`src/sv/siq_pkg.sv`:
```
// Package for the sorted insertion queue: sizes, status and request codes,
// and the circular index helper. No dependencies.
`timescale 1ns / 1ps

package siq_pkg;

	localparam int DEPTH   = 16;
	localparam int IDX_W   = (DEPTH > 1) ? $clog2(DEPTH) : 1;
	localparam int CNT_W   = $clog2(DEPTH + 1);
	localparam int VAL_W   = 32;
	localparam int HELD_W  = 5;
	localparam int STAT_W  = 2;

	localparam logic [STAT_W-1:0] ST_DONE  = 2'd0;
	localparam logic [STAT_W-1:0] ST_FULL  = 2'd1;
	localparam logic [STAT_W-1:0] ST_EMPTY = 2'd2;

	localparam logic REQ_INSERT = 1'b0;
	localparam logic REQ_REMOVE = 1'b1;

	// head + offset, wrapped into the ring (the single wrap is right for offsets up to DEPTH)
	function automatic logic [IDX_W-1:0] ring_idx(input logic [IDX_W-1:0] head,
		input logic [CNT_W-1:0] off);
		logic [CNT_W:0] sum;
		sum = (CNT_W + 1)'(head) + (CNT_W + 1)'(off);
		if (sum >= (CNT_W + 1)'(DEPTH)) begin
			sum = sum - (CNT_W + 1)'(DEPTH);
		end
		return IDX_W'(sum);
	endfunction

endpackage

```
`src/sv/siq_if.sv`:
```
// Request and response channel interfaces for the sorted insertion queue.
// Depends on siq_pkg.
`timescale 1ns / 1ps

interface siq_req_if;
	import siq_pkg::*;
	logic                    valid;
	logic                    ready;
	logic                    req_type;
	logic signed [VAL_W-1:0] value;

	modport source (output valid, req_type, value, input ready);
	modport sink   (input valid, req_type, value, output ready);
endinterface

interface siq_rsp_if;
	import siq_pkg::*;
	logic                    valid;
	logic                    ready;
	logic [STAT_W-1:0]       status;
	logic signed [VAL_W-1:0] removed_value;
	logic [HELD_W-1:0]       held_count;

	modport source (output valid, status, removed_value, held_count, input ready);
	modport sink   (input valid, status, removed_value, held_count, output ready);
endinterface

```
`src/sv/sorted_insertion_queue_core.sv`:
```
// An insert shifts each held value greater than the new one up by one ring entry
// (one ring entry moved per cycle) before the new value is written; a remove passes
// through S_RMV, a refused request goes straight to S_DONE. One request is in flight at a time.
// The response register lets the next request in while a response waits.
// Values sit in a ring memory with a registered read port; reset clears count,
// head and control, memory contents are left as they are.
`timescale 1ns / 1ps

module sorted_insertion_queue_core
	import siq_pkg::*;
(
	input  logic      clk,
	input  logic      arst_n,
	siq_req_if.sink   req,
	siq_rsp_if.source rsp
);

	localparam logic [2:0] S_IDLE = 3'd0;
	localparam logic [2:0] S_CMP  = 3'd1;
	localparam logic [2:0] S_WRV  = 3'd2;
	localparam logic [2:0] S_RMV  = 3'd3;
	localparam logic [2:0] S_DONE = 3'd4;

	logic [2:0]              state_q;
	logic [CNT_W-1:0]        count_q;
	logic [IDX_W-1:0]        head_q;
	logic [CNT_W-1:0]        k_q;
	logic signed [VAL_W-1:0] v_q;
	logic [STAT_W-1:0]       status_q;
	logic signed [VAL_W-1:0] taken_q;

	logic                    rsp_valid_q;
	logic [STAT_W-1:0]       rsp_status_q;
	logic signed [VAL_W-1:0] rsp_value_q;
	logic [HELD_W-1:0]       rsp_count_q;

	logic [VAL_W-1:0]        entry_mem_q [DEPTH];
	logic [VAL_W-1:0]        rd_data_q;

	logic                    mem_we;
	logic [IDX_W-1:0]        mem_waddr;
	logic [VAL_W-1:0]        mem_wdata;
	logic                    mem_re;
	logic [IDX_W-1:0]        mem_raddr;

	logic                    req_xfer;
	logic                    shift_up;
	logic                    rsp_free;

	assign req.ready = (state_q == S_IDLE);
	assign req_xfer  = req.valid && req.ready;
	assign shift_up  = $signed(rd_data_q) > v_q;
	assign rsp_free  = !rsp_valid_q || rsp.ready;

	assign rsp.valid         = rsp_valid_q;
	assign rsp.status        = rsp_status_q;
	assign rsp.removed_value = rsp_value_q;
	assign rsp.held_count    = rsp_count_q;

	// memory port control
	always_comb begin
		mem_we    = 1'b0;
		mem_waddr = ring_idx(head_q, k_q);
		mem_wdata = v_q;
		mem_re    = 1'b0;
		mem_raddr = head_q;
		case (state_q)
			S_IDLE: begin
				if (req_xfer) begin
					mem_re = 1'b1;
					if (req.req_type == REQ_INSERT) begin
						mem_raddr = ring_idx(head_q, count_q - CNT_W'(1));
					end
				end
			end
			S_CMP: begin
				mem_we = 1'b1;
				if (shift_up) begin
					mem_wdata = rd_data_q;
					mem_re    = (k_q != CNT_W'(1));
					mem_raddr = ring_idx(head_q, k_q - CNT_W'(2));
				end
			end
			S_WRV: begin
				mem_we = 1'b1;
			end
			default: begin
			end
		endcase
	end

	always_ff @(posedge clk) begin
		if (mem_we) begin
			entry_mem_q[mem_waddr] <= mem_wdata;
		end
		if (mem_re) begin
			rd_data_q <= entry_mem_q[mem_raddr];
		end
	end

	always_ff @(posedge clk or negedge arst_n) begin
		if (!arst_n) begin
			state_q     <= S_IDLE;
			count_q     <= '0;
			head_q      <= '0;
			rsp_valid_q <= 1'b0;
		end else begin
			// in S_DONE the load below decides rsp_valid_q on its own
			if (rsp_valid_q && rsp.ready && state_q != S_DONE) begin
				rsp_valid_q <= 1'b0;
			end
			case (state_q)
				S_IDLE: begin
					if (req_xfer) begin
						v_q      <= req.value;
						status_q <= ST_DONE;
						taken_q  <= '0;
						if (req.req_type == REQ_INSERT) begin
							if (count_q == CNT_W'(DEPTH)) begin
								status_q <= ST_FULL;
								state_q  <= S_DONE;
							end else if (count_q == '0) begin
								k_q     <= '0;
								state_q <= S_WRV;
							end else begin
								k_q     <= count_q;
								state_q <= S_CMP;
							end
						end else begin
							if (count_q == '0) begin
								status_q <= ST_EMPTY;
								state_q  <= S_DONE;
							end else begin
								state_q <= S_RMV;
							end
						end
					end
				end
				S_CMP: begin
					if (shift_up) begin
						k_q <= k_q - CNT_W'(1);
						if (k_q == CNT_W'(1)) begin
							state_q <= S_WRV;
						end
					end else begin
						count_q <= count_q + CNT_W'(1);
						state_q <= S_DONE;
					end
				end
				S_WRV: begin
					count_q <= count_q + CNT_W'(1);
					state_q <= S_DONE;
				end
				S_RMV: begin
					taken_q <= rd_data_q;
					head_q  <= ring_idx(head_q, CNT_W'(1));
					count_q <= count_q - CNT_W'(1);
					state_q <= S_DONE;
				end
				S_DONE: begin
					if (rsp_free) begin
						rsp_valid_q  <= 1'b1;
						rsp_status_q <= status_q;
						rsp_value_q  <= taken_q;
						rsp_count_q  <= HELD_W'(count_q);
						state_q      <= S_IDLE;
					end
				end
				default: begin
					state_q <= S_IDLE;
				end
			endcase
		end
	end

endmodule
```
`src/flat_wrapper.sv`:
```
// flat-port wrapper written by rule: the top's interface ports become plain ports
module sorted_insertion_queue_core_flat import siq_pkg::*;
  (clk, arst_n, req_valid, req_req_type, req_value, req_ready, rsp_valid, rsp_status, rsp_removed_value, rsp_held_count, rsp_ready);
  siq_req_if req_i ();
  siq_rsp_if rsp_i ();
  input  logic clk;
  input  logic arst_n;
  input wire logic [$bits(req_i.valid)-1:0] req_valid;
  input wire logic [$bits(req_i.req_type)-1:0] req_req_type;
  input wire logic [$bits(req_i.value)-1:0] req_value;
  output wire logic [$bits(req_i.ready)-1:0] req_ready;
  output wire logic [$bits(rsp_i.valid)-1:0] rsp_valid;
  output wire logic [$bits(rsp_i.status)-1:0] rsp_status;
  output wire logic [$bits(rsp_i.removed_value)-1:0] rsp_removed_value;
  output wire logic [$bits(rsp_i.held_count)-1:0] rsp_held_count;
  input wire logic [$bits(rsp_i.ready)-1:0] rsp_ready;
  assign req_i.valid = req_valid;
  assign req_i.req_type = req_req_type;
  assign req_i.value = req_value;
  assign req_ready = req_i.ready;
  assign rsp_valid = rsp_i.valid;
  assign rsp_status = rsp_i.status;
  assign rsp_removed_value = rsp_i.removed_value;
  assign rsp_held_count = rsp_i.held_count;
  assign rsp_i.ready = rsp_ready;
  sorted_insertion_queue_core u_core (.clk(clk), .arst_n(arst_n), .req(req_i), .rsp(rsp_i));
endmodule
```
`config.mk`:
```
export PLATFORM = sky130hd
export DESIGN_NAME = sorted_insertion_queue_core_flat
export DESIGN_NICKNAME = d
export VERILOG_FILES = /design/src/sv/siq_pkg.sv /design/src/sv/siq_if.sv /design/src/sv/sorted_insertion_queue_core.sv /design/src/flat_wrapper.sv
export SDC_FILE = /design/constraint.sdc
export NUM_CORES = 1
export LEC_CHECK = 0
export BUFFER_PORTS_ARGS = -buffer_cell sky130_fd_sc_hd__buf_2
export CORE_ASPECT_RATIO = 0.8
export CORE_UTILIZATION = 67
export DETAILED_ROUTE_END_ITERATION = 8
export PLACE_DENSITY = 0.86
export SLEW_MARGIN = 25
export SYNTH_ARGS = -nofsm -noshare
export SYNTH_HDL_FRONTEND = slang
export SYNTH_SLANG_ARGS = --single-unit
```
`constraint.sdc`:
```
create_clock -name clk -period 11.6 [get_ports clk]
set_clock_uncertainty 0.1 [all_clocks]
set_input_delay 2.32 -clock clk [delete_from_list [all_inputs] [get_ports clk]]
set_output_delay 2.32 -clock clk [all_outputs]
set_load 0.05 [all_outputs]
```
==> results.ini, run 1 <==
[pwr]
clockPowerShare_pct=21.5
p_int_mw=5.67
switching_share_pct=34.5
p_leak_nw=9.98
power.total_mw=8.66
pwr-share-seq_pct=40.3
cellPowerDensity_mw_per_mm2=293
p_switching_mw=2.99
max-vdd-ir-drop_mv=0.289
combPwrFrac_pct=38.2

[worst_setup_path]
cp_top_family=buffers and inverters
cp-end-kind=flop
cp_common_cell=buf_4
crit_cells=13
cp-start-kind=primary input
max_stage_delay_ns=0.93
required_ns=11.86
slowest_stage=buf_4
setup.worst_path.class=in -> reg
crit_buf_inv=3
rr_worst_depth=13
crit_arrival_ns=6.60
cp_max_fo=69
path_cells=buf_2 > or4b_4 > nor2_4 > o21ai_0 > a22o_1 > a311oi_1 > nand3_1 > o22ai_4 > buf_4 > buf_4 > mux4_2 > a22oi_1 > nand2_1

[clock_tree]
worstSkewPairLatency_ns=0.63
ctsHoldBuffers=0
cts-buffers-inserted=57
ctsResizeCount=0
cts_tree=yes
cts_max_level=2
clockBufferDepth=3
cts_setup_buffers=0
cts_root_buffer=clkbuf_16
clock-sinks=667
clk_pin_slew_ns=0.06

[sta]
rsz0062_at_grt=false
setup_viol=0
clock.fmax_mhz=158
finalSetupTns_ns=0
fin_crit_ns=6.34
setup_ws_ns=5.26
tightest_slew_ns=1.03
slew-limit-headroom_pct=31.3
slew_violations=0
hold_viol_final=0
hold_ws_ns=0.320
period_share_pct=54.7

[logic_synthesis]
ys_ff_latch=667
synth_top_cell_by_area=edfxtp_1
ys_types=59
postSynth.asyncResetShare_pct=1.95
yosysSeqAreaShare_pct=75.6
postSynthCellCount=1355
yosysWarnings=0
syn-num-nets=1442
ys.flop_type=edfxtp_1
avgSynthCellArea_sq_um=19.5
synthTopCellsByArea=edfxtp_1 74%, mux4_2 11%, ha_1 2.2%
syn_area_sq_mm=0.0264
synth_top_area_share_pct=74.4
synth-edff-count=654

[floorplan]
fp.dieH_um=180
core_sq_mm=0.0385
die_w_um=224
rows=64
dieArea_sq_mm=0.0402
initial_utilization_pct=68.5
pin_count=78

[route]
ant_nets=0
m1WireLength_mm=22.3
routedWlPerCell_um=30.8
route.met2.wl_mm=31.9
vias=14184
wl_met3_mm=6.92
drc=0
wl_mm=63.7
top_layer=met4
drt_iter0_drc=2133
via_per_inst=6.87
firstDrtPassIters=6

[global_routing]
grt-ovfl-total=0
grt_usage_pct=32.4
grt_max_degree=129
grt_pass1_vias=14390
grt_pass1_wl_mm=92.3
antenna_found_initial=1

[placed_design]
placed_cell_area_sq_mm=0.0277
dp_hpwl_mm=32.3
pre_cts_ws_ns=4.74
io_buffers=77
dp_cells=1959
gp_congestion=0.817

[finish]
syn_to_final_growth_pct=11.9
diodes=0
drive_gt1_share_pct=24.7
fin_cells=2066
seqCellArea_sq_mm=0.0200
fillers=1933
multi_input_area_sq_mm=0.00611
final_net_count=1578
post-route-cell-area_sq_mm=0.0295
final_core_util_pct=76.7

[flow_run]
max_cap_viol_count=0

[min_path]
min_path_cells=0
hold_class=reg -> reg

[run_status]
outcome=completed

path summary, 6_finish.rpt:
kind                                                  start                                endpoint  slack [ns]
setup / recovery                                  req_valid          u_core.rd_data_q[10]$_DFFE_PP_        5.26
hold / removal             u_core.taken_q[13]$_SDFFCE_PN0P_  u_core.rsp.removed_value[13]$_DFFE_PP_        0.32
setup reg to reg                   u_core.v_q[15]$_DFFE_PP_          u_core.rd_data_q[10]$_DFFE_PP_        6.04
hold reg to reg            u_core.taken_q[13]$_SDFFCE_PN0P_  u_core.rsp.removed_value[13]$_DFFE_PP_        0.32
max in group asynchronous                            arst_n           u_core.count_q[1]$_DFFE_PN0P_        9.60
min in group asynchronous                            arst_n           u_core.count_q[0]$_DFFE_PN0P_        1.52
cells in the mapped netlist, types with 12 or more instances:
cell type,n
xor2_1,12
dfrtp_1,13
o21ai_0,41
xnor2_1,14
inv_1,47
nor2_1,41
a22oi_1,64
buf_4,17
a21oi_1,24
clkbuf_1,26
and2_1,32
nand2_1,102
mux4_2,128
ha_1,47
nand4_1,12
edfxtp_1,654
cells in the final DEF (no fill, tap or decap), types with 4 or more instances in the layout:
cell type  instances
bufinv_16          4
o21ai_1            4
a21o_1             6
and2_1            32
nand2b_1           4
mux4_2           128
o22ai_1            5
a21oi_1           24
dfrtp_1           13
inv_1             47
buf_4             55
o21a_1             5
o21ai_0           38
clkinv_1          12
nand2_1          101
clkbuf_16         58
ha_1              47
nor2_4            19
clkinv_2          10
xor2_1            12
edfxtp_1         654
clkbuf_1          18
xnor2_1           14
buf_2             77
nand4_1           12
a22oi_1           64
nor2_1            18
nor2_2             5
sequential cells by signal, summed over array words and instances, names as in the netlist:
signal	cells
u_core.rd_data_q	32
u_core.head_q	4
u_core.rsp.removed_value	32
u_core.entry_mem_q	512
u_core.k_q	5
u_core.state_q	3
u_core.status_q	2
u_core.rsp.held_count	5
u_core.v_q	32
u_core.taken_q	32
u_core.rsp.valid	1
u_core.count_q	5
u_core.rsp.status	2
power groups by stage:
| stage | Clock [mW] | Combinational, mW | Sequential [mW] |
|---|---|---|---|
| global route | 1.96 | 3.51 | 3.50 |
| CTS | 1.87 | 3.28 | 3.48 |
| finish | 1.86 | 3.31 | 3.49 |
| floorplan | 0 | 2.35 | 3.51 |
| detailed placement | 0 | 3.20 | 3.51 |
| global placement | 0 | 3.05 | 3.49 |
cells by family after synthesis:
logic type                 share of synthesized area, %
xor gates and xnor gates                          0.863
DFF                                                75.6
muxes                                              11.0
adders and majority gates                          2.45
buffers and inverters                              1.99
AOI/OAI and AO/OA                                  4.25
and+or+nand+nor                                    3.79
final cells by class:
type	instances	area share, %
clock buffers	76	5.14
clock inverters	30	0.911
inverters	47	0.597
multi-input cells	584	20.7
flip-flops and latches	667	67.6
well taps	528	2.24
repair buffers	134	2.86
worst register-to-register path, cell delays in order, from the launching register on:
cell and delay [ns]:
edfxtp_1 0.42, inv_1 0.08, ha_1 0.34, nand4_1 0.44, nor4_1 0.77, nand2_1 0.22
nand4_1 0.15, nand3_1 0.14, o22ai_4 0.14, buf_4 0.73, buf_4 0.96, mux4_2 0.49
a22oi_1 0.25, nand2_1 0.08
metal layers:
metal / vias up / track usage (%)
met5: - / 0
met1: 7177 / 43.3
met2: 1111 / 53.3
met4: 0 / 14.0
met3: 202 / 5.77
li1: 5694 / -
No activity file was read; power rests on OpenSTA's default activity.
==> inputs of run 2 (changes only) <==
- CORE_UTILIZATION: 67 -> 62
- PLACE_DENSITY: 0.86 -> 0.8
- clock period: 11.6 -> 6.3 ns (I/O delays scaled with it)
==> run 2 against run 1 <==
Effect of this change: sequential power increased by 83%; hold slack about the same; global-route usage down 3.4 points; register-to-register slack got worse by 4.6 ns; design area grew 0.90%; combinational power grew 84%; core utilization shrank 5.6 points; wire length is 4.7% lower; via count is 2.7% lower; largest cell class unchanged; largest power group unchanged; highest routed layer unchanged.
==> results.ini, run 2 (synthesis results as in run 1) <==
[placed_design]
dp_cells=1986  ; +1.4%
gp_congestion=0.829  ; +1.4%
io_buffers=77  ; unchanged
pre_cts_ws_ns=1.57  ; -3.17 ns
dp_hpwl_mm=32.4  ; +0.26%

[pwr]
max-vdd-ir-drop_mv=0.545  ; +89%
cellPowerDensity_mw_per_mm2=542  ; +85%
power.total_mw=16.1  ; +86%
p_leak_nw=10.1  ; +1.0%

[route]
firstDrtPassIters=5  ; -1
via_per_inst=6.57  ; -4.3%
wl_mm=60.7  ; -4.7%
routedWlPerCell_um=28.9  ; -6.3%
vias=13804  ; -2.7%
drt_iter0_drc=1778  ; -17%
drc=0  ; unchanged
ant_nets=0  ; unchanged

[global_routing]
grt_max_degree=82  ; -36%
grt_pass1_vias=13823  ; -3.9%
grt_pass1_wl_mm=89.5  ; -3.1%
grt_usage_pct=29.0  ; -3.4 points
antenna_found_initial=2  ; +1
grt-ovfl-total=0  ; unchanged

[clock_tree]
cts_setup_buffers=0  ; unchanged
clockBufferDepth=3  ; unchanged
worstSkewPairLatency_ns=0.64  ; about the same
ctsHoldBuffers=0  ; unchanged
cts_tree=yes
ctsResizeCount=0  ; unchanged
cts-buffers-inserted=60  ; +5.3%
cts_max_level=2  ; unchanged
clk_pin_slew_ns=0.07  ; about the same
clock-sinks=667  ; unchanged
cts_root_buffer=clkbuf_16

[finish]
multi_input_area_sq_mm=0.00613  ; +0.33%
fillers=2432  ; +26%
syn_to_final_growth_pct=12.9
top_register=u_core.entry_mem_q
layout.cells.most_common=edfxtp_1
fin_cells=2101  ; +1.7%
final_net_count=1583  ; +0.32%
seqCellArea_sq_mm=0.0200  ; unchanged
final_cell_mix=654 x edfxtp_1, 128 x mux4_2, 101 x nand2_1, 77 x buf_2, 64 x a22oi_1
drive_gt1_share_pct=25.1  ; +0.37 points
largest_register_ffs=512  ; unchanged

[worst_setup_path]
cp-endpoint=u_core.rd_data_q[10]$_DFFE_PP_
critPathLaunch=u_core.rd_data_q[31]$_DFFE_PP_
cp_max_fo=48  ; -30%
crit_arrival_ns=5.12  ; -1.48 ns
rr_startpoint=u_core.rd_data_q[31]$_DFFE_PP_
reg2reg_slack_ns=1.45  ; -4.59 ns
cp-start-kind=flop
required_ns=6.58  ; -5.28 ns
cp-end-kind=flop
setup.worst_path.class=reg -> reg
rr_worst_depth=12  ; -1
r2r-end=u_core.rd_data_q[10]$_DFFE_PP_

[sta]
setup_viol=0  ; unchanged
clock.fmax_mhz=206
period_share_pct=76.9
tightest_slew_ns=1.08  ; +0.0492 ns
hold_viol_final=0  ; unchanged
slew-limit-headroom_pct=27.9  ; -3.4 points
hold_ws_ns=0.320  ; +0.000351 ns
setup_ws_ns=1.45  ; -3.81 ns
fin_crit_ns=4.85
slew_violations=0  ; unchanged
finalSetupTns_ns=0  ; unchanged
rsz0062_at_grt=false

[floorplan]
rows=67  ; +4.7%
initial_utilization_pct=63.0  ; -5.6 points
dieArea_sq_mm=0.0434  ; +8.0%
die_w_um=233  ; +3.9%
core_sq_mm=0.0419  ; +8.8%
fp.dieH_um=187  ; +3.9%
pin_count=78  ; unchanged

[min_path]
hold_class=reg -> reg
min_path_cells=0  ; unchanged

[flow_run]
max_cap_viol_count=0  ; unchanged

[run_status]
outcome=completed

## run 2: cell types whose count changed in the layout (fill, tap and decap cells not counted), sizes merged
cell and delta:
inv +4, diode +2, clkinvlp +1, bufinv +3
buf +2, clkinv -1
## run 2: stage by stage
step	area, sq um	utilization, %
after CTS	29800	71.1
after global placement	27800	66.4
after floorplan	26400	-
final	29800	71.1
after global routing	29800	71.1
after detailed placement	27800	66.4
## run 2: cell type report
type	instances	area share [%]
antenna	2	0.0168
clock buffer	76	5.24
clock inverter	37	1.32
inverter	47	0.592
multi-input combinational	584	20.6
sequential	667	67.0
tap	552	2.32
timing repair buffer	136	2.99
## run 2: critical path: stages (launching register included)
cell,delay (ns)
edfxtp_1,0.50
ha_1,0.53
nand4_4,0.18
nor4_4,0.44
nor2_1,0.16
a41oi_2,0.25
o21ai_2,0.20
a21oi_2,0.28
a2bb2oi_4,0.55
buf_12,0.42
mux4_2,0.57
a22oi_1,0.25
nand2_1,0.09
## run 2: metal layers
layer  share of wire (%)  global-route usage, %  wire, um
met1                  38                   42.1     23300
met2                  47                   44.4     28600
met3                  10                   4.48      6260
met4                 4.2                   12.8      2540
met5                   0                      0         0
## run 2: worst min path at each step
| stage | slack, ns | end | startpoint |
|---|---|---|---|
| 2_1_floorplan | 0.30 | u_core.rsp.removed_value[0]$_DFFE_PP_ | u_core.taken_q[0]$_SDFFCE_PN0P_ |
| 3_3_place_gp | 0.30 | u_core.rsp.removed_value[4]$_DFFE_PP_ | u_core.taken_q[4]$_SDFFCE_PN0P_ |
| 3_5_place_dp | 0.30 | u_core.rsp.removed_value[7]$_DFFE_PP_ | u_core.taken_q[7]$_SDFFCE_PN0P_ |
| 4_1_cts | 0.32 | u_core.rsp.removed_value[7]$_DFFE_PP_ | u_core.taken_q[7]$_SDFFCE_PN0P_ |
| 5_1_grt | 0.33 | u_core.rsp.removed_value[4]$_DFFE_PP_ | u_core.taken_q[4]$_SDFFCE_PN0P_ |
| 6_report | 0.32 | u_core.rsp.removed_value[7]$_DFFE_PP_ | u_core.taken_q[7]$_SDFFCE_PN0P_ |
## run 2: power by group
part / internal, mW / switching [mW]
Clock: 2.05 / 1.61
Sequential: 6.07 / 0.321
Combinational: 2.55 / 3.55
Total: 10.7 / 5.48
